===== src/rtl/core/lrme_pkg.sv =====
package lrme_pkg;

    // Default build values
    localparam int DEF_CHAIN_LENGTH = 64;
    localparam int DEF_DIMENSIONS   = 3;

    // Field widths
    localparam int COORD_W    = 10;
    localparam int IDX_W      = 6;
    localparam int CHOICE_W   = 3;
    localparam int ENERGY_W   = 8;
    localparam int DU_W       = 12;
    localparam int MOVE_W     = 2;
    localparam int OP_W       = 2;
    localparam int CFG_IDX_W  = 4;
    localparam int WORD_W     = 3 * COORD_W;
    localparam int IN_DATA_W  = 40;
    localparam int OUT_DATA_W = 24;

    // Register indexes on the configuration channel
    localparam logic [CFG_IDX_W-1:0] CFG_ENERGY = 4'd0;
    localparam logic [CFG_IDX_W-1:0] CFG_SKIP   = 4'd1;

    typedef enum logic [OP_W-1:0] {
        OP_WRITE    = 2'd0,
        OP_SET_HEAD = 2'd1,
        OP_PROPOSE  = 2'd2,
        OP_ACCEPT   = 2'd3
    } op_t;

    typedef enum logic [3:0] {
        ST_IDLE,
        ST_P_HEAD,
        ST_P_HM,
        ST_P_TL,
        ST_P_TM,
        ST_P_SCAN0,
        ST_SCAN,
        ST_CALC,
        ST_MUL,
        ST_A_HEAD,
        ST_A_WR,
        ST_SWEEP,
        ST_SWEEP_END,
        ST_FIN
    } state_t;

    // What the coordinate memory is read for in a cycle
    typedef enum logic [2:0] {
        RD_NONE,
        RD_HEAD,
        RD_HM,
        RD_TL,
        RD_TM,
        RD_SCAN,
        RD_SWEEP
    } rd_sel_t;

    typedef struct packed {
        logic    start;
        rd_sel_t rd_sel;
        logic    scan_init;
        logic    calc_dirs;
        logic    calc_delta;
        logic    calc_du;
        logic    accept_wr;
        logic    load_out;
    } dp_cmd_t;

    typedef struct packed {
        logic blocked;
        logic scan_end;
        logic shifted;
        logic sweep_last;
    } dp_status_t;

    typedef logic signed [COORD_W-1:0] coord_t;
    typedef logic signed [MOVE_W-1:0]  move_t;

endpackage


===== src/rtl/core/lrme_ram.sv =====
module lrme_ram #(
    parameter int WIDTH = 30,
    parameter int DEPTH = 64
) (
    input  logic                     aclk,
    input  logic                     we,
    input  logic [$clog2(DEPTH)-1:0] waddr,
    input  logic [WIDTH-1:0]         wdata,
    input  logic [$clog2(DEPTH)-1:0] raddr,
    output logic [WIDTH-1:0]         rdata
);
    logic [WIDTH-1:0] mem [DEPTH];

    // One write port, one registered read port
    always_ff @(posedge aclk) begin
        if (we) begin
            mem[waddr] <= wdata;
        end
        rdata <= mem[raddr];
    end
endmodule


===== src/rtl/core/lrme_ctrl.sv =====
module lrme_ctrl (
    input  logic                 aclk,
    input  logic                 aresetn,
    input  logic                 s_tvalid,
    input  lrme_pkg::op_t        in_op,
    input  logic                 m_tready,
    input  lrme_pkg::dp_status_t status,
    output lrme_pkg::dp_cmd_t    cmd,
    output logic                 s_tready,
    output logic                 m_tvalid
);
    import lrme_pkg::*;

    state_t state_reg, state_next;
    logic   out_valid_reg, out_valid_next;
    logic   out_free;

    assign out_free = !out_valid_reg || m_tready;
    assign s_tready = (state_reg == ST_IDLE);
    assign m_tvalid = out_valid_reg;

    // Next state
    always_comb begin
        state_next = state_reg;
        unique case (state_reg)
            ST_IDLE: begin
                if (s_tvalid) begin
                    unique case (in_op)
                        OP_PROPOSE: state_next = ST_P_HEAD;
                        OP_ACCEPT:  state_next = ST_A_HEAD;
                        default:    state_next = ST_FIN;
                    endcase
                end
            end
            ST_P_HEAD:  state_next = ST_P_HM;
            ST_P_HM:    state_next = ST_P_TL;
            ST_P_TL:    state_next = ST_P_TM;
            ST_P_TM:    state_next = ST_P_SCAN0;
            ST_P_SCAN0: state_next = ST_SCAN;
            ST_SCAN: begin
                priority if (status.blocked) begin
                    state_next = ST_FIN;
                end else if (status.scan_end) begin
                    state_next = ST_CALC;
                end
            end
            ST_CALC:    state_next = ST_MUL;
            ST_MUL:     state_next = ST_FIN;
            ST_A_HEAD:  state_next = ST_A_WR;
            ST_A_WR:    state_next = status.shifted ? ST_SWEEP : ST_FIN;
            ST_SWEEP: begin
                if (status.sweep_last) begin
                    state_next = ST_SWEEP_END;
                end
            end
            ST_SWEEP_END: state_next = ST_FIN;
            ST_FIN: begin
                if (out_free) begin
                    state_next = ST_IDLE;
                end
            end
            default: state_next = ST_IDLE;
        endcase
    end

    // Datapath commands
    always_comb begin
        cmd = '0;
        cmd.rd_sel = RD_NONE;
        unique case (state_reg)
            ST_IDLE:    cmd.start = s_tvalid;
            ST_P_HEAD:  cmd.rd_sel = RD_HEAD;
            ST_P_HM:    cmd.rd_sel = RD_HM;
            ST_P_TL:    cmd.rd_sel = RD_TL;
            ST_P_TM: begin
                cmd.rd_sel    = RD_TM;
                cmd.calc_dirs = 1'b1;
            end
            ST_P_SCAN0: begin
                cmd.rd_sel    = RD_SCAN;
                cmd.scan_init = 1'b1;
            end
            ST_SCAN: begin
                if (!status.blocked && !status.scan_end) begin
                    cmd.rd_sel = RD_SCAN;
                end
            end
            ST_CALC:    cmd.calc_delta = 1'b1;
            ST_MUL:     cmd.calc_du = 1'b1;
            ST_A_HEAD:  cmd.rd_sel = RD_HEAD;
            ST_A_WR:    cmd.accept_wr = 1'b1;
            ST_SWEEP:   cmd.rd_sel = RD_SWEEP;
            ST_FIN:     cmd.load_out = out_free;
            default:    cmd = '0;
        endcase
    end

    // Output valid flag
    always_comb begin
        out_valid_next = out_valid_reg;
        if (m_tready) begin
            out_valid_next = 1'b0;
        end
        if (cmd.load_out) begin
            out_valid_next = 1'b1;
        end
    end

    always_ff @(posedge aclk) begin
        if (!aresetn) begin
            state_reg     <= ST_IDLE;
            out_valid_reg <= 1'b0;
        end else begin
            state_reg     <= state_next;
            out_valid_reg <= out_valid_next;
        end
    end
endmodule


===== src/rtl/core/lrme_datapath.sv =====
module lrme_datapath #(
    parameter int CHAIN_LENGTH = lrme_pkg::DEF_CHAIN_LENGTH,
    parameter int DIMENSIONS   = lrme_pkg::DEF_DIMENSIONS
) (
    input  logic                                  aclk,
    input  logic                                  aresetn,
    input  logic [lrme_pkg::IN_DATA_W-1:0]        in_data,
    input  lrme_pkg::op_t                         in_op,
    input  logic                                  cfg_we,
    input  logic [lrme_pkg::CFG_IDX_W-1:0]        cfg_index,
    input  logic [lrme_pkg::ENERGY_W-1:0]         cfg_data,
    input  lrme_pkg::dp_cmd_t                     cmd,
    output lrme_pkg::dp_status_t                  status,
    output logic [lrme_pkg::OUT_DATA_W-1:0]       out_data,
    output logic                                  ram_we,
    output logic [$clog2(CHAIN_LENGTH)-1:0]       ram_waddr,
    output logic [lrme_pkg::WORD_W-1:0]           ram_wdata,
    output logic [$clog2(CHAIN_LENGTH)-1:0]       ram_raddr,
    input  logic [lrme_pkg::WORD_W-1:0]           ram_rdata
);
    import lrme_pkg::*;

    localparam int AW      = $clog2(CHAIN_LENGTH);
    localparam int DIST_W  = COORD_W + 3;
    localparam int SCAN_W  = $clog2(CHAIN_LENGTH + 3 * (1 << COORD_W)) + 1;
    localparam int CNT_W   = $clog2(CHAIN_LENGTH + 1);
    localparam int DELTA_W = CNT_W + 2;
    localparam int PROD_W  = DELTA_W + ENERGY_W;
    localparam int NDIR    = 2 * DIMENSIONS - 1;
    localparam int TWO_N   = 2 * CHAIN_LENGTH;

    function automatic logic [AW-1:0] ring_step(input logic [AW-1:0] s, input logic bwd);
        logic [AW-1:0] r;
        if (bwd) begin
            r = (s == '0) ? AW'(CHAIN_LENGTH - 1) : s - 1'b1;
        end else begin
            r = (s == AW'(CHAIN_LENGTH - 1)) ? '0 : s + 1'b1;
        end
        return r;
    endfunction

    function automatic logic [COORD_W:0] absdiff(input coord_t a, input coord_t b);
        logic signed [COORD_W:0] t;
        t = {a[COORD_W-1], a} - {b[COORD_W-1], b};
        if (t < 0) begin
            t = -t;
        end
        return t;
    endfunction

    // Input fields
    logic [IDX_W-1:0]    in_idx;
    coord_t              in_c [3];
    logic                in_back;
    logic [CHOICE_W-1:0] in_choice;

    assign in_idx    = in_data[5:0];
    assign in_c[0]   = in_data[15:6];
    assign in_c[1]   = in_data[25:16];
    assign in_c[2]   = in_data[35:26];
    assign in_back   = in_data[36];
    assign in_choice = in_data[39:37];

    // State
    logic signed [ENERGY_W-1:0] energy_reg;
    logic                       skip_reg;
    logic [AW-1:0]              head_reg;
    logic                       back_reg;
    move_t                      pend_reg [3];
    rd_sel_t                    rsel_reg;

    op_t                        op_reg;
    logic [CHOICE_W-1:0]        choice_reg;
    coord_t                     hc_reg [3];
    coord_t                     hmc_reg [3];
    coord_t                     tlc_reg [3];
    coord_t                     tmc_reg [3];
    coord_t                     tgt_reg [3];
    coord_t                     org_reg [3];
    logic [SCAN_W-1:0]          scan_idx_reg;
    logic [CNT_W-1:0]           cnt_nh_reg, cnt_nt_reg, cnt_h_reg, cnt_t_reg;
    logic signed [DELTA_W-1:0]  delta_reg;
    logic [DU_W-1:0]            du_reg;
    logic                       free_reg;
    logic                       shift_reg;
    logic [AW-1:0]              sweep_idx_reg;
    logic [AW-1:0]              sweep_wr_reg;
    logic [OUT_DATA_W-1:0]      out_data_reg;

    // Ring neighbors of the head
    logic [AW-1:0] hm_slot, tl_slot, tm_slot;
    assign hm_slot = ring_step(head_reg, !back_reg);
    assign tl_slot = ring_step(head_reg, back_reg);
    assign tm_slot = ring_step(tl_slot, back_reg);

    // Memory word unpack
    coord_t rd_c [3];
    assign rd_c[0] = ram_rdata[COORD_W-1:0];
    assign rd_c[1] = ram_rdata[2*COORD_W-1:COORD_W];
    assign rd_c[2] = ram_rdata[3*COORD_W-1:2*COORD_W];

    // Set head slot reduced modulo the chain length
    logic [31:0] head_mod;
    always_comb begin
        head_mod = 32'(in_idx);
        for (int k = 4; k >= 0; k--) begin
            if (head_mod >= (32'(CHAIN_LENGTH) << k)) begin
                head_mod = head_mod - (32'(CHAIN_LENGTH) << k);
            end
        end
    end

    // Move selection: straight ahead from the head bond, or a turn
    logic signed [COORD_W:0] bond_diff [3];
    move_t                   sgn [3];
    move_t                   mv [3];
    coord_t                  tgt_c [3];
    logic [1:0]              axis;
    logic [1:0]              other;
    logic [CHOICE_W-1:0]     ch;

    always_comb begin
        axis = 2'd0;
        for (int d = 0; d < 3; d++) begin
            bond_diff[d] = {hc_reg[d][COORD_W-1], hc_reg[d]} -
                           {hmc_reg[d][COORD_W-1], hmc_reg[d]};
            sgn[d] = 2'sb00;
            if (d < DIMENSIONS) begin
                if (bond_diff[d] > 0) begin
                    sgn[d] = 2'sb01;
                end else if (bond_diff[d] < 0) begin
                    sgn[d] = 2'sb11;
                end
                if (bond_diff[d] != 0) begin
                    axis = 2'(d);
                end
            end
        end
        ch = (32'(choice_reg) >= NDIR) ? '0 : choice_reg;
        if (ch >= CHOICE_W'(3)) begin
            other = (axis == 2'd2) ? 2'd1 : 2'd2;
        end else begin
            other = (axis == 2'd0) ? 2'd1 : 2'd0;
        end
        for (int d = 0; d < 3; d++) begin
            if (ch == '0) begin
                mv[d] = sgn[d];
            end else if (other == 2'(d)) begin
                mv[d] = ch[0] ? 2'sb01 : 2'sb11;
            end else begin
                mv[d] = 2'sb00;
            end
            tgt_c[d] = hc_reg[d] + {{(COORD_W-MOVE_W){mv[d][1]}}, mv[d]};
        end
    end

    // Scan evaluation of the monomer returned by the memory
    logic [DIST_W-1:0] dh, dt, dnh, dnt, dmin;
    logic              scan_valid, skip_cond;
    logic [SCAN_W-1:0] scan_next;

    always_comb begin
        dh  = '0;
        dt  = '0;
        dnh = '0;
        dnt = '0;
        for (int d = 0; d < 3; d++) begin
            if (d < DIMENSIONS) begin
                dh  = dh  + DIST_W'(absdiff(rd_c[d], hc_reg[d]));
                dt  = dt  + DIST_W'(absdiff(rd_c[d], tlc_reg[d]));
                dnh = dnh + DIST_W'(absdiff(rd_c[d], tgt_reg[d]));
                dnt = dnt + DIST_W'(absdiff(rd_c[d], tmc_reg[d]));
            end
        end
        scan_valid = (rsel_reg == RD_SCAN);
        skip_cond  = skip_reg && (dh > DIST_W'(3)) && (dt > DIST_W'(3));
        dmin       = (dh < dt) ? dh : dt;
        if (cmd.scan_init) begin
            scan_next = '0;
        end else if (skip_cond) begin
            scan_next = scan_idx_reg + SCAN_W'(dmin) - SCAN_W'(2);
        end else begin
            scan_next = scan_idx_reg + 1'b1;
        end
    end

    // Energy product with saturation
    logic signed [PROD_W-1:0] prod;
    logic [DU_W-1:0]          du_sat;
    always_comb begin
        prod = PROD_W'(delta_reg) * PROD_W'(energy_reg);
        if (prod > PROD_W'(2047)) begin
            du_sat = 12'h7FF;
        end else if (prod < -PROD_W'(2048)) begin
            du_sat = 12'h800;
        end else begin
            du_sat = prod[DU_W-1:0];
        end
    end

    // Accepted move: tail goes to head plus move, recenter check
    coord_t acc_new [3];
    coord_t sweep_c [3];
    logic   shift_det;
    always_comb begin
        shift_det = 1'b0;
        for (int d = 0; d < 3; d++) begin
            acc_new[d] = rd_c[d] + {{(COORD_W-MOVE_W){pend_reg[d][1]}}, pend_reg[d]};
            sweep_c[d] = (d < DIMENSIONS) ? rd_c[d] - org_reg[d] : rd_c[d];
            if (d < DIMENSIONS && (32'(absdiff(acc_new[d], '0)) > TWO_N)) begin
                shift_det = 1'b1;
            end
        end
    end

    assign status.blocked    = scan_valid && (dnh == '0);
    assign status.scan_end   = scan_valid && (scan_next >= SCAN_W'(CHAIN_LENGTH));
    assign status.shifted    = shift_det;
    assign status.sweep_last = (sweep_idx_reg == AW'(CHAIN_LENGTH - 1));

    // Memory read address
    always_comb begin
        unique case (cmd.rd_sel)
            RD_HEAD:  ram_raddr = head_reg;
            RD_HM:    ram_raddr = hm_slot;
            RD_TL:    ram_raddr = tl_slot;
            RD_TM:    ram_raddr = tm_slot;
            RD_SCAN:  ram_raddr = scan_next[AW-1:0];
            RD_SWEEP: ram_raddr = sweep_idx_reg;
            default:  ram_raddr = '0;
        endcase
    end

    // Memory write port
    always_comb begin
        ram_we    = 1'b0;
        ram_waddr = '0;
        ram_wdata = '0;
        priority if (cmd.accept_wr) begin
            ram_we    = 1'b1;
            ram_waddr = tl_slot;
            ram_wdata = {acc_new[2], acc_new[1], acc_new[0]};
        end else if (rsel_reg == RD_SWEEP) begin
            ram_we    = 1'b1;
            ram_waddr = sweep_wr_reg;
            ram_wdata = {sweep_c[2], sweep_c[1], sweep_c[0]};
        end else if (cmd.start && in_op == OP_WRITE && 32'(in_idx) < CHAIN_LENGTH) begin
            ram_we    = 1'b1;
            ram_waddr = AW'(in_idx);
            ram_wdata = {(DIMENSIONS > 2) ? in_c[2] : coord_t'(0), in_c[1], in_c[0]};
        end
    end

    // Control and architectural state
    always_ff @(posedge aclk) begin
        if (!aresetn) begin
            energy_reg <= -8'sd1;
            skip_reg   <= 1'b0;
            head_reg   <= '0;
            back_reg   <= 1'b0;
            rsel_reg   <= RD_NONE;
            for (int d = 0; d < 3; d++) begin
                pend_reg[d] <= 2'sb00;
            end
        end else begin
            rsel_reg <= cmd.rd_sel;
            if (cfg_we) begin
                if (cfg_index == CFG_ENERGY) begin
                    energy_reg <= cfg_data;
                end else if (cfg_index == CFG_SKIP) begin
                    skip_reg <= cfg_data[0];
                end
            end
            if (cmd.start && in_op == OP_SET_HEAD) begin
                head_reg <= head_mod[AW-1:0];
                back_reg <= in_back;
            end
            if (cmd.calc_dirs) begin
                pend_reg <= mv;
            end
            if (cmd.accept_wr) begin
                head_reg <= tl_slot;
            end
        end
    end

    // Working registers
    always_ff @(posedge aclk) begin
        if (cmd.start) begin
            op_reg     <= in_op;
            choice_reg <= in_choice;
            free_reg   <= 1'b0;
            du_reg     <= '0;
            shift_reg  <= 1'b0;
        end
        unique case (rsel_reg)
            RD_HEAD: hc_reg  <= rd_c;
            RD_HM:   hmc_reg <= rd_c;
            RD_TL:   tlc_reg <= rd_c;
            RD_TM:   tmc_reg <= rd_c;
            default: ;
        endcase
        if (cmd.calc_dirs) begin
            tgt_reg <= tgt_c;
        end
        if (cmd.rd_sel == RD_SCAN) begin
            scan_idx_reg <= scan_next;
        end
        if (cmd.scan_init) begin
            cnt_nh_reg <= '0;
            cnt_nt_reg <= '0;
            cnt_h_reg  <= '0;
            cnt_t_reg  <= '0;
        end else if (scan_valid) begin
            cnt_nh_reg <= cnt_nh_reg + CNT_W'(dnh == DIST_W'(1));
            cnt_nt_reg <= cnt_nt_reg + CNT_W'(dnt == DIST_W'(1));
            cnt_h_reg  <= cnt_h_reg  + CNT_W'(dh  == DIST_W'(1));
            cnt_t_reg  <= cnt_t_reg  + CNT_W'(dt  == DIST_W'(1));
        end
        if (cmd.calc_delta) begin
            delta_reg <= DELTA_W'(cnt_nh_reg) + DELTA_W'(cnt_nt_reg)
                       - DELTA_W'(cnt_h_reg) - DELTA_W'(cnt_t_reg);
        end
        if (cmd.calc_du) begin
            du_reg   <= du_sat;
            free_reg <= 1'b1;
        end
        if (cmd.accept_wr) begin
            org_reg       <= acc_new;
            shift_reg     <= shift_det;
            sweep_idx_reg <= '0;
        end
        if (cmd.rd_sel == RD_SWEEP) begin
            sweep_idx_reg <= sweep_idx_reg + 1'b1;
            sweep_wr_reg  <= sweep_idx_reg;
        end
        if (cmd.load_out) begin
            unique case (op_reg)
                OP_PROPOSE: out_data_reg <= {4'b0, 1'b0, pend_reg[2], pend_reg[1],
                                             pend_reg[0], du_reg, free_reg};
                OP_ACCEPT:  out_data_reg <= {4'b0, shift_reg, pend_reg[2], pend_reg[1],
                                             pend_reg[0], 12'b0, 1'b0};
                default:    out_data_reg <= '0;
            endcase
        end
    end

    assign out_data = out_data_reg;
endmodule


===== src/rtl/core/lattice_reptation_move_engine_top.sv =====
// Channel | Direction | Ports                    | Payload
// s_      | in        | s_tvalid/s_tready        | tuser opcode, tdata index, coords, walk, choice
// m_      | out       | m_tvalid/m_tready        | tdata site_free, du, move, chain_shifted
// cfg_    | in        | cfg_valid/cfg_ready      | cfg_index, cfg_data (always ready)
//
// A proposal scans the chain, one memory read per monomer visited (CHAIN_LENGTH of them
// when skipping is off); a proposal whose target is occupied ends the scan there.
// An accept that recenters the chain adds a read and write sweep over the coordinate
// memory. Synchronous active-low reset, no clearing pass.
// A new transaction is taken while the previous result waits in the output register;
// a stalled output holds the block in its final cycle until the result register frees.
module lattice_reptation_move_engine_top #(
    parameter int CHAIN_LENGTH = lrme_pkg::DEF_CHAIN_LENGTH,
    parameter int DIMENSIONS   = lrme_pkg::DEF_DIMENSIONS
) (
    input  logic                              aclk,
    input  logic                              aresetn,
    input  logic                              s_tvalid,
    output logic                              s_tready,
    // [5:0] monomer_index, [15:6] coord_x, [25:16] coord_y, [35:26] coord_z,
    // [36] walk_backward, [39:37] choice_index
    input  logic [lrme_pkg::IN_DATA_W-1:0]    s_tdata,
    // [1:0] opcode
    input  logic [lrme_pkg::OP_W-1:0]         s_tuser,
    output logic                              m_tvalid,
    input  logic                              m_tready,
    // [0] site_free, [12:1] energy_change, [14:13] move_dx, [16:15] move_dy,
    // [18:17] move_dz, [19] chain_shifted, [23:20] zero
    output logic [lrme_pkg::OUT_DATA_W-1:0]   m_tdata,
    input  logic                              cfg_valid,
    output logic                              cfg_ready,
    input  logic [lrme_pkg::CFG_IDX_W-1:0]    cfg_index,
    input  logic [lrme_pkg::ENERGY_W-1:0]     cfg_data
);
    import lrme_pkg::*;

    localparam int AW = $clog2(CHAIN_LENGTH);

    dp_cmd_t            cmd;
    dp_status_t         status;
    op_t                in_op;
    logic               ram_we;
    logic [AW-1:0]      ram_waddr, ram_raddr;
    logic [WORD_W-1:0]  ram_wdata, ram_rdata;

    assign in_op     = op_t'(s_tuser);
    assign cfg_ready = 1'b1;

    lrme_ctrl u_ctrl (
        .aclk     (aclk),
        .aresetn  (aresetn),
        .s_tvalid (s_tvalid),
        .in_op    (in_op),
        .m_tready (m_tready),
        .status   (status),
        .cmd      (cmd),
        .s_tready (s_tready),
        .m_tvalid (m_tvalid)
    );

    lrme_datapath #(
        .CHAIN_LENGTH (CHAIN_LENGTH),
        .DIMENSIONS   (DIMENSIONS)
    ) u_dp (
        .aclk      (aclk),
        .aresetn   (aresetn),
        .in_data   (s_tdata),
        .in_op     (in_op),
        .cfg_we    (cfg_valid),
        .cfg_index (cfg_index),
        .cfg_data  (cfg_data),
        .cmd       (cmd),
        .status    (status),
        .out_data  (m_tdata),
        .ram_we    (ram_we),
        .ram_waddr (ram_waddr),
        .ram_wdata (ram_wdata),
        .ram_raddr (ram_raddr),
        .ram_rdata (ram_rdata)
    );

    lrme_ram #(
        .WIDTH (WORD_W),
        .DEPTH (CHAIN_LENGTH)
    ) u_coords (
        .aclk  (aclk),
        .we    (ram_we),
        .waddr (ram_waddr),
        .wdata (ram_wdata),
        .raddr (ram_raddr),
        .rdata (ram_rdata)
    );
endmodule


===== config.mk =====
export PLATFORM = sky130hd
export DESIGN_NAME = lattice_reptation_move_engine_top
export DESIGN_NICKNAME = d
export VERILOG_FILES = /design/src/rtl/core/lrme_pkg.sv /design/src/rtl/core/lrme_ram.sv /design/src/rtl/core/lrme_ctrl.sv /design/src/rtl/core/lrme_datapath.sv /design/src/rtl/core/lattice_reptation_move_engine_top.sv
export SDC_FILE = /design/constraint.sdc
export NUM_CORES = 2
export LEC_CHECK = 0
export BUFFER_PORTS_ARGS = -buffer_cell sky130_fd_sc_hd__buf_2
export CORE_MARGIN = 4
export CORE_UTILIZATION = 39
export CTS_CLUSTER_DIAMETER = 200
export CTS_CLUSTER_SIZE = 20
export DETAILED_ROUTE_END_ITERATION = 8
export HOLD_SLACK_MARGIN = 0.1
export SLEW_MARGIN = 30
export SYNTH_ARGS = -nofsm -noshare
export SYNTH_HDL_FRONTEND = slang
export SYNTH_SLANG_ARGS = --single-unit

===== constraint.sdc =====
create_clock -name aclk -period 22.1 [get_ports aclk]
set_clock_uncertainty 0.1 [all_clocks]
set_input_delay 4.42 -clock aclk [delete_from_list [all_inputs] [get_ports aclk]]
set_output_delay 4.42 -clock aclk [all_outputs]
set_load 0.02 [all_outputs]

==> After elaboration in Yosys (flattened, before gate mapping) <==
Memory sizes are Yosys's and may differ from the RTL's. A register that Yosys moved wholly into a read port is not among the register bits.
Index checks and enable logic that the tools add are counted.
{ "totals": {"regBits": 315, "ram_bits": 1920, "out_inout_bits": 27, "in_bits": 59, "mem_count": 1, "wordCells": 305} }
{ "classes": {"n_addsub": 62, "bitwise_logic": 1, "order_cmp": 32, "reduce_logical": 32, "n_eq_ne": 45, "multipliers": 1, "mux": 89} }
{ "mem_list": {"columns": ["name", "depth", "word_bits", "read_ports", "rd_ports_with_merged_regs", "wr", "line", "text"], "rows": [
  ["u_coords.mem", 64, 30, 1, 1, 1, "lrme_ram.sv:12", "logic [WIDTH-1:0] mem [DEPTH];"]
]} }
{ "op_table": {"columns": ["op", "count"], "rows": [
  ["$lt 11x1->1 const B", 15],
  ["$mux 11", 15],
  ["$sub 10x10->11", 15],
  ["$neg 11->11", 12],
  ["$mux 30", 3],
  ["$mux 6", 14],
  ["$reduce_bool 32->1", 2],
  ["$add 10x10->10", 6],
  ["$add 13x11->13", 4],
  ["$eq 13x1->1 const B", 4],
  ["$pmux 4 s13", 1],
  ["$add 11x11->12", 4],
  ["$mux 12", 4],
  ["$pmux 20 s2", 1],
  ["$mux 13", 3],
  ["$pmux 6 s6", 1],
  ["$gt 11x1->1 const B", 3],
  ["$gt 11x8->1 const B", 3],
  ["$neg 10->11", 3],
  ["$mux 2", 16],
  ["$lt 10x1->1 const B", 3],
  ["$sub 10x10->10", 3],
  ["$add 7x1->7", 4],
  ["$gt 13x2->1 const B", 2],
  ["other kinds (46)", 121]
]} }

==> Longest topological paths before layout <==
{ "logic_depth": {"ltp_word": 19, "mapped_depth": 64, "depth_no_buf": 57} }

==> By module <==
From an unflattened synthesis, not the netlist that was laid out.
{ "hier_totals": {"cells_unflattened": 6905, "area_unflattened_um2": 106111.8} }
{ "modules_own_cells": {"columns": ["module", "seq_area_each_um2", "instances", "cells_each", "area_each_um2"], "rows": [
  ["lrme_ram", 58255.9, 1, 3309, 73969.7],
  ["lrme_datapath", 8648.3, 1, 3527, 31606.6],
  ["lrme_ctrl", 100.1, 1, 67, 524.3],
  ["lattice_reptation_move_engine_top", 0.0, 1, 2, 11.3]
]} }

==> Least setup slack after synthesis <==
No wires, ideal clock.
{ "synth_path": {"kind": "reg2reg", "startpoint": "register u_coords.rdata[10] (read register of u_coords.mem)", "endpoint": "register u_coords.rdata[0] (read register of u_coords.mem)", "t_required_ns": 21.862, "synth_period_minus_slack_ns": 11.164, "stages_incl_launch_ff": 57, "path_buffers": 5, "setup_ns": 0.138, "arrival_time_ns": 10.926, "slack_ns": 10.936, "path_cell_list": "dfxtp_1 -> inv_1 -> ha_1 -> inv_1 -> fa_1 -> a21o_1 -> a21oi_1 -> o21bai_1 -> a21oi_1 -> o21bai_1 -> a21oi_1 -> nor2b_1 -> nor3_1 -> mux2i_1 -> mux2_2 -> fa_1 -> a21o_1 -> a21oi_1 -> [21 not listed] -> a21o_1 -> a21oi_1 -> o21ai_0 -> a31o_2 -> a211oi_1 -> o211ai_1 -> a211oi_1 -> o211a_4 -> o31a_1 -> buf_6 -> a21o_1 -> buf_6 -> buf_6 -> buf_4 -> mux2i_1 -> a211oi_1 -> o41ai_1 -> o311ai_1"} }
{ "synth_between": {"elab_chain_len": 19, "elab_cells_between_ends": 44, "classes_between": "14 x add/sub; 7 x order compare; 6 x eq/ne; 9 x mux; 8 x reduce/logical"} }
{ "synth_lines": {"columns": ["element", "line", "text"], "rows": [
  ["start, declared", "lrme_ram.sv:10", "output logic [WIDTH-1:0] rdata"],
  ["$sub 10x10->11", "lrme_datapath.sv:44", "t = {a[COORD_W-1], a} - {b[COORD_W-1], b};"],
  ["$neg 11->11 or $lt 11x1->1 (tied branches)", "lrme_datapath.sv:46, lrme_datapath.sv:45", null],
  ["$mux 11", "lrme_datapath.sv:45", "if (t < 0) begin"],
  ["$add 11x11->12, on equally long branches", "lrme_datapath.sv:169, lrme_datapath.sv:170", null],
  ["$add 13x11->13, on equally long branches", "lrme_datapath.sv:169, lrme_datapath.sv:170", null],
  ["$lt 13x13->1", "lrme_datapath.sv:177", "dmin = (dh < dt) ? dh : dt;"],
  ["$mux 13", "lrme_datapath.sv:177", null],
  ["$add 13x13->13", "lrme_datapath.sv:181", "scan_next = scan_idx_reg + SCAN_W'(dmin) - SCAN_W'(2);"],
  ["[3 not listed]", null, null],
  ["$ge 13x7->1", "lrme_datapath.sv:217", "assign status.scan_end = scan_valid && (scan_next >= SCAN_W'(CHAIN_LENGTH));"],
  ["$logic_and 1x1->1", "lrme_datapath.sv:217", null],
  ["$logic_not 1->1", "lrme_ctrl.sv:84", "if (!status.blocked && !status.scan_end) begin"],
  ["$logic_and 1x1->1", "lrme_ctrl.sv:84", null],
  ["$mux 3", "lrme_ctrl.sv:84", null],
  ["$pmux 3 s7", "lrme_ctrl.sv:70", "unique case (state_reg)"],
  ["$eq 3x3->1 (tied with other cells)", "lrme_datapath.sv:223", "unique case (cmd.rd_sel)"],
  ["$pmux 6 s6 (*)", "lrme_datapath.sv:223", null]
]} }
Every way passes the cells marked *; elsewhere a longest branch is shown, timed or not.
A chain may end at the register's enable or synchronous reset.

==> Final worst setup path <==
{ "layout_path": {"startpoint": "register u_coords.rdata[0] (read register of u_coords.mem)", "endpoint": "register u_coords.rdata[1] (read register of u_coords.mem)"} }
The elaborated chain is that of the path after synthesis.

==> reports/results.md <==
| Group | Parameter | Reported |
|---|---|---|
| status | Outcome | finished, final reports clean |
| drt | Via density | 5.74 |
| setup path | CP endpoint kind | register |
| setup path | CP required | 22.68 ns |
| placement | Half-perimeter wire length after placement | 204000 µm |
| drt | Violation count after the first detailed-routing iteration | 8525 |
| global route | Total grt overflow | 0 |
| flow run | Total of max-cap violations | 0 |
| synth | Total of flip-flops plus latches after synthesis | 2261 |
| global route | Global routing usage summed across all routing layers | 22.3% |
| synth | Prevailing post-synth register cell | sky130_fd_sc_hd__edfxtp_1 |
| setup path | Maximum single-stage delay on the critical path | 0.80 ns |
| setup path | Class of the most critical setup path | register to register |
| timing | Final hold violation count | 0 |
| synth | Top area cells in the synthesized netlist | sky130_fd_sc_hd__edfxtp_1 60%, sky130_fd_sc_hd__ha_1 4.9%, sky130_fd_sc_hd__nand2_1 4.4% |
| synth | Post-Syn Area | 108000 µm² |
| finish | Register name with the most flops | u_coords.mem |
| synth | Async set or reset register ratio after synthesis | 0% |
| drt | DRC viols | 0 |
| synth | Count of unique library cells instantiated by Yosys | 93 |
| setup path | Data arrival time of the worst path | 16.45 ns |
| clock network | Number of H-tree levels | 4 |
| global route | Pin count of the biggest net entering global routing | 155 |
| setup path | Critical path's top delay family | compound AO/OA/AOI/OAI gates |
| timing | Highest Clock Rate | 63.0 MHz |
| global route | Via count of the first global-routing pass | 69.2k |
| clock network | Count of clock tree sinks | 2261 |
| setup path | Cell occurring most often along the worst timing path | sky130_fd_sc_hd__a21oi_1 |
| setup path | Cell with the biggest individual delay on the critical path | sky130_fd_sc_hd__buf_4 |
| setup path | Worst-path fanout max | 64 |
| hold path | Worst hold path class | register to register |
| global route | Antenna violations before repair | 20 |
| clock network | Quantity of gates resized following cts | 0 |
| timing | Post-route fraction of the period consumed by the critical path | 71.8% |
| die | Area of the core | 276000 µm² |
| synth | Top cell type by total area after synthesis | sky130_fd_sc_hd__edfxtp_1 |
| synth | Average size of a mapped cell | 12.5 µm² |
| clock network | CTS Root Buffer Type | sky130_fd_sc_hd__clkbuf_16 |
| synth | Share of synthesized area occupied by flip-flops and latches | 61.9% |
| die | Starting density of the core | 39.2% |
| clock network | Setup Buffers After CTS | 0 |
| synth | Number of instances in the synthesized netlist | 8642 |
| drt | First drt pass iteration count | 6 |
| global route | Global-route wire length before repair | 474000 µm |
| clock network | Number of CTS-inserted buffers | 131 |
| timing | Total negative slack for setup checks | 0 ns |
| clock network | Max clock buf depth | 3 |
| clock network | Clock slew at the register clock pins of the worst setup and hold paths | 0.12 ns |
| setup path | Number of buffer and inverter instances along the worst setup path | 8 |
| setup path | Type of element launching the critical path | register |
| clock network | Count of hold buffers inserted by post-cts repair | 0 |
| drt | Via Count | 71.8k |
| timing | Final worst path period need | 15.86 ns |
| timing | Worst-Margin Slew | 1.19 ns |
| finish | Share of post-route cells with drive strength above 1 | 7.86% |
| clock network | Clock latency on the worst-skew pair | 0.87 ns |
| timing | # setup viols final | 0 |
| die | Die outline height | 535 µm |
| synth | Yosys warning count | 0 |
| finish | Synthesis-to-layout area growth | 9.25% |
| timing | Relative max-transition margin | 21.0% |
| synth | Number of enable flip-flop cells after synthesis | 2172 |
| die | I/O pin count | 86 |
| finish | Nets | 9282 |
| timing | Setup repair after global routing missed its margin | no |
| timing | Max-slew violation count | 0 |
| clock network | CTS tree | built |
| placement | Quantity of I/O buffers inserted on ports | 80 |
| drt | Post-DRT Antenna Nets | 0 |
| die | Die outline width | 535 µm |
| synth | Portion of synthesized cell area occupied by the leading cell type | 60.3% |
| die | # rows | 193 |
| die | Total Die Area | 286000 µm² |
| drt | Post-detailed-routing wire length | 329000 µm |
| finish | Flip-flop count of the largest register, all copies and words added | 1920 |
| drt | WL/cell | 26.4 µm |
| placement | Gp weighted congestion | 0.886 |
[cell usage after synthesis (all sizes together) (20+ instances only)]
cell type / instances
clkbuf: 171
a32oi: 123
xor2: 174
or2: 22
o21bai: 108
nor3: 47
mux2i: 342
or3: 45
edfxtp: 2172
a21o: 145
a211oi: 65
nor4: 49
ha: 428
a311oi: 23
a21oi: 495
o31ai: 24
nand2: 1276
nand2b: 59
nand3: 356
nor2b: 54
a31oi: 92
and2: 68
xnor2: 257
o21a: 32
dfxtp: 89
inv: 465
a31o: 23
a2111oi: 20
a22o: 26
nand4: 73
o21ai: 160
nor2: 372
and3: 90
a221oi: 102
o22ai: 36
fa: 101
buf: 225
[routing by layer]
metal / GRT usage, % / share of wire, %
met5: 0 / 0.0091
met4: 8.29 / 4.1
met3: 4.08 / 8.6
met2: 36.4 / 47
met1: 29.8 / 41
[placed cells by master (no fill, tap or decap), types with 47 or more instances in the layout]
master / netlist / final
sky130_fd_sc_hd__buf_4: 58 / 221
sky130_fd_sc_hd__nor2_4: 0 / 89
sky130_fd_sc_hd__xor2_1: 174 / 174
sky130_fd_sc_hd__ha_1: 428 / 428
sky130_fd_sc_hd__edfxtp_1: 2172 / 2172
sky130_fd_sc_hd__nand4_1: 73 / 73
sky130_fd_sc_hd__and2_1: 68 / 68
sky130_fd_sc_hd__a21o_1: 145 / 143
sky130_fd_sc_hd__inv_1: 465 / 464
sky130_fd_sc_hd__nand2_1: 1274 / 1271
sky130_fd_sc_hd__a31oi_1: 92 / 92
sky130_fd_sc_hd__a221oi_1: 102 / 102
sky130_fd_sc_hd__fa_1: 101 / 101
sky130_fd_sc_hd__nor4_1: 49 / 47
sky130_fd_sc_hd__o21ai_0: 156 / 151
sky130_fd_sc_hd__a32oi_1: 123 / 121
sky130_fd_sc_hd__a211oi_1: 64 / 64
sky130_fd_sc_hd__buf_2: 134 / 80
sky130_fd_sc_hd__mux2i_1: 342 / 341
sky130_fd_sc_hd__nand2b_1: 59 / 59
sky130_fd_sc_hd__a21oi_1: 491 / 476
sky130_fd_sc_hd__and3_1: 90 / 90
sky130_fd_sc_hd__nand3_1: 354 / 354
sky130_fd_sc_hd__nor2b_1: 54 / 54
sky130_fd_sc_hd__clkbuf_1: 171 / 71
sky130_fd_sc_hd__xnor2_1: 257 / 257
sky130_fd_sc_hd__nor2_1: 368 / 279
sky130_fd_sc_hd__dfxtp_1: 89 / 89
sky130_fd_sc_hd__clkbuf_16: 0 / 132
sky130_fd_sc_hd__o21bai_1: 108 / 108
[worst register-to-register path, delay by kind of cell (launching register included)]
family / cells / cell delay (ns)
buffers and inverters: 8 / 2.88
DFF: 1 / 0.40
xor gates and xnor gates: 2 / 0.28
muxes: 3 / 0.87
AOI/OAI and AO/OA: 28 / 6.16
and+or+nand+nor: 8 / 2.11
adders and majority gates: 9 / 2.88
[path summary, 6_finish.rpt]
check                              from                          to  slack, ns  cells past startpoint
min reg2reg  u_dp.free_reg$_SDFFE_PP1P_  u_dp.free_reg$_SDFFE_PP1P_       0.34                      2
max reg2reg   u_coords.rdata[0]$_DFF_P_   u_coords.rdata[1]$_DFF_P_       6.24                     58
min          u_dp.free_reg$_SDFFE_PP1P_  u_dp.free_reg$_SDFFE_PP1P_       0.34                      2
max           u_coords.rdata[0]$_DFF_P_   u_coords.rdata[1]$_DFF_P_       6.24                     58
[final cells by class]
cell class / count / area [µm²]
Inverter: 466 / 1750
Timing Repair Buffer: 312 / 2280
Tap cell: 3705 / 4640
Clock inverter: 15 / 348
Sequential cell: 2261 / 67000
Multi-Input combinational cell: 5522 / 38600
Antenna cell: 9 / 22.5
Fill cell: 25300 / 158000
Clock buffer: 203 / 3570
[logic make-up (layout without fill, tap and decap cells)]
group | Yosys count | after routing | synth area share, %
other cells | 2 | 14 | 0.00694
mux | 360 | 360 | 3.35
compound gates | 1636 | 1636 | 10.3
fa+ha+maj | 531 | 531 | 6.84
flops | 2261 | 2261 | 61.9
simple gates | 2559 | 2559 | 10.6
xor+xnor | 431 | 431 | 3.49
buf+inv | 862 | 996 | 3.43
[metrics by stage]
| stage | area [µm²] | std cells | setup WS (ns) | util (%) | hold WS [ns] |
|---|---|---|---|---|---|
| after detailed placement | 114000 | 12300 | 6.68 | 41.3 | 0.333 |
| after CTS | 118000 | 12500 | 6.61 | 42.8 | 0.347 |
| after global routing | 118000 | 12500 | 5.26 | 42.8 | 0.376 |
| after floorplan | 108000 | 8645 | 10.94 | - | 0.315 |
| final | 118000 | 12500 | 6.24 | 42.8 | 0.340 |
| after global placement | 114000 | 12300 | 6.68 | 41.3 | 0.328 |
Power is not shown: default switching activity piles up to over one toggle a cycle in this logic, so the estimate is an artifact.
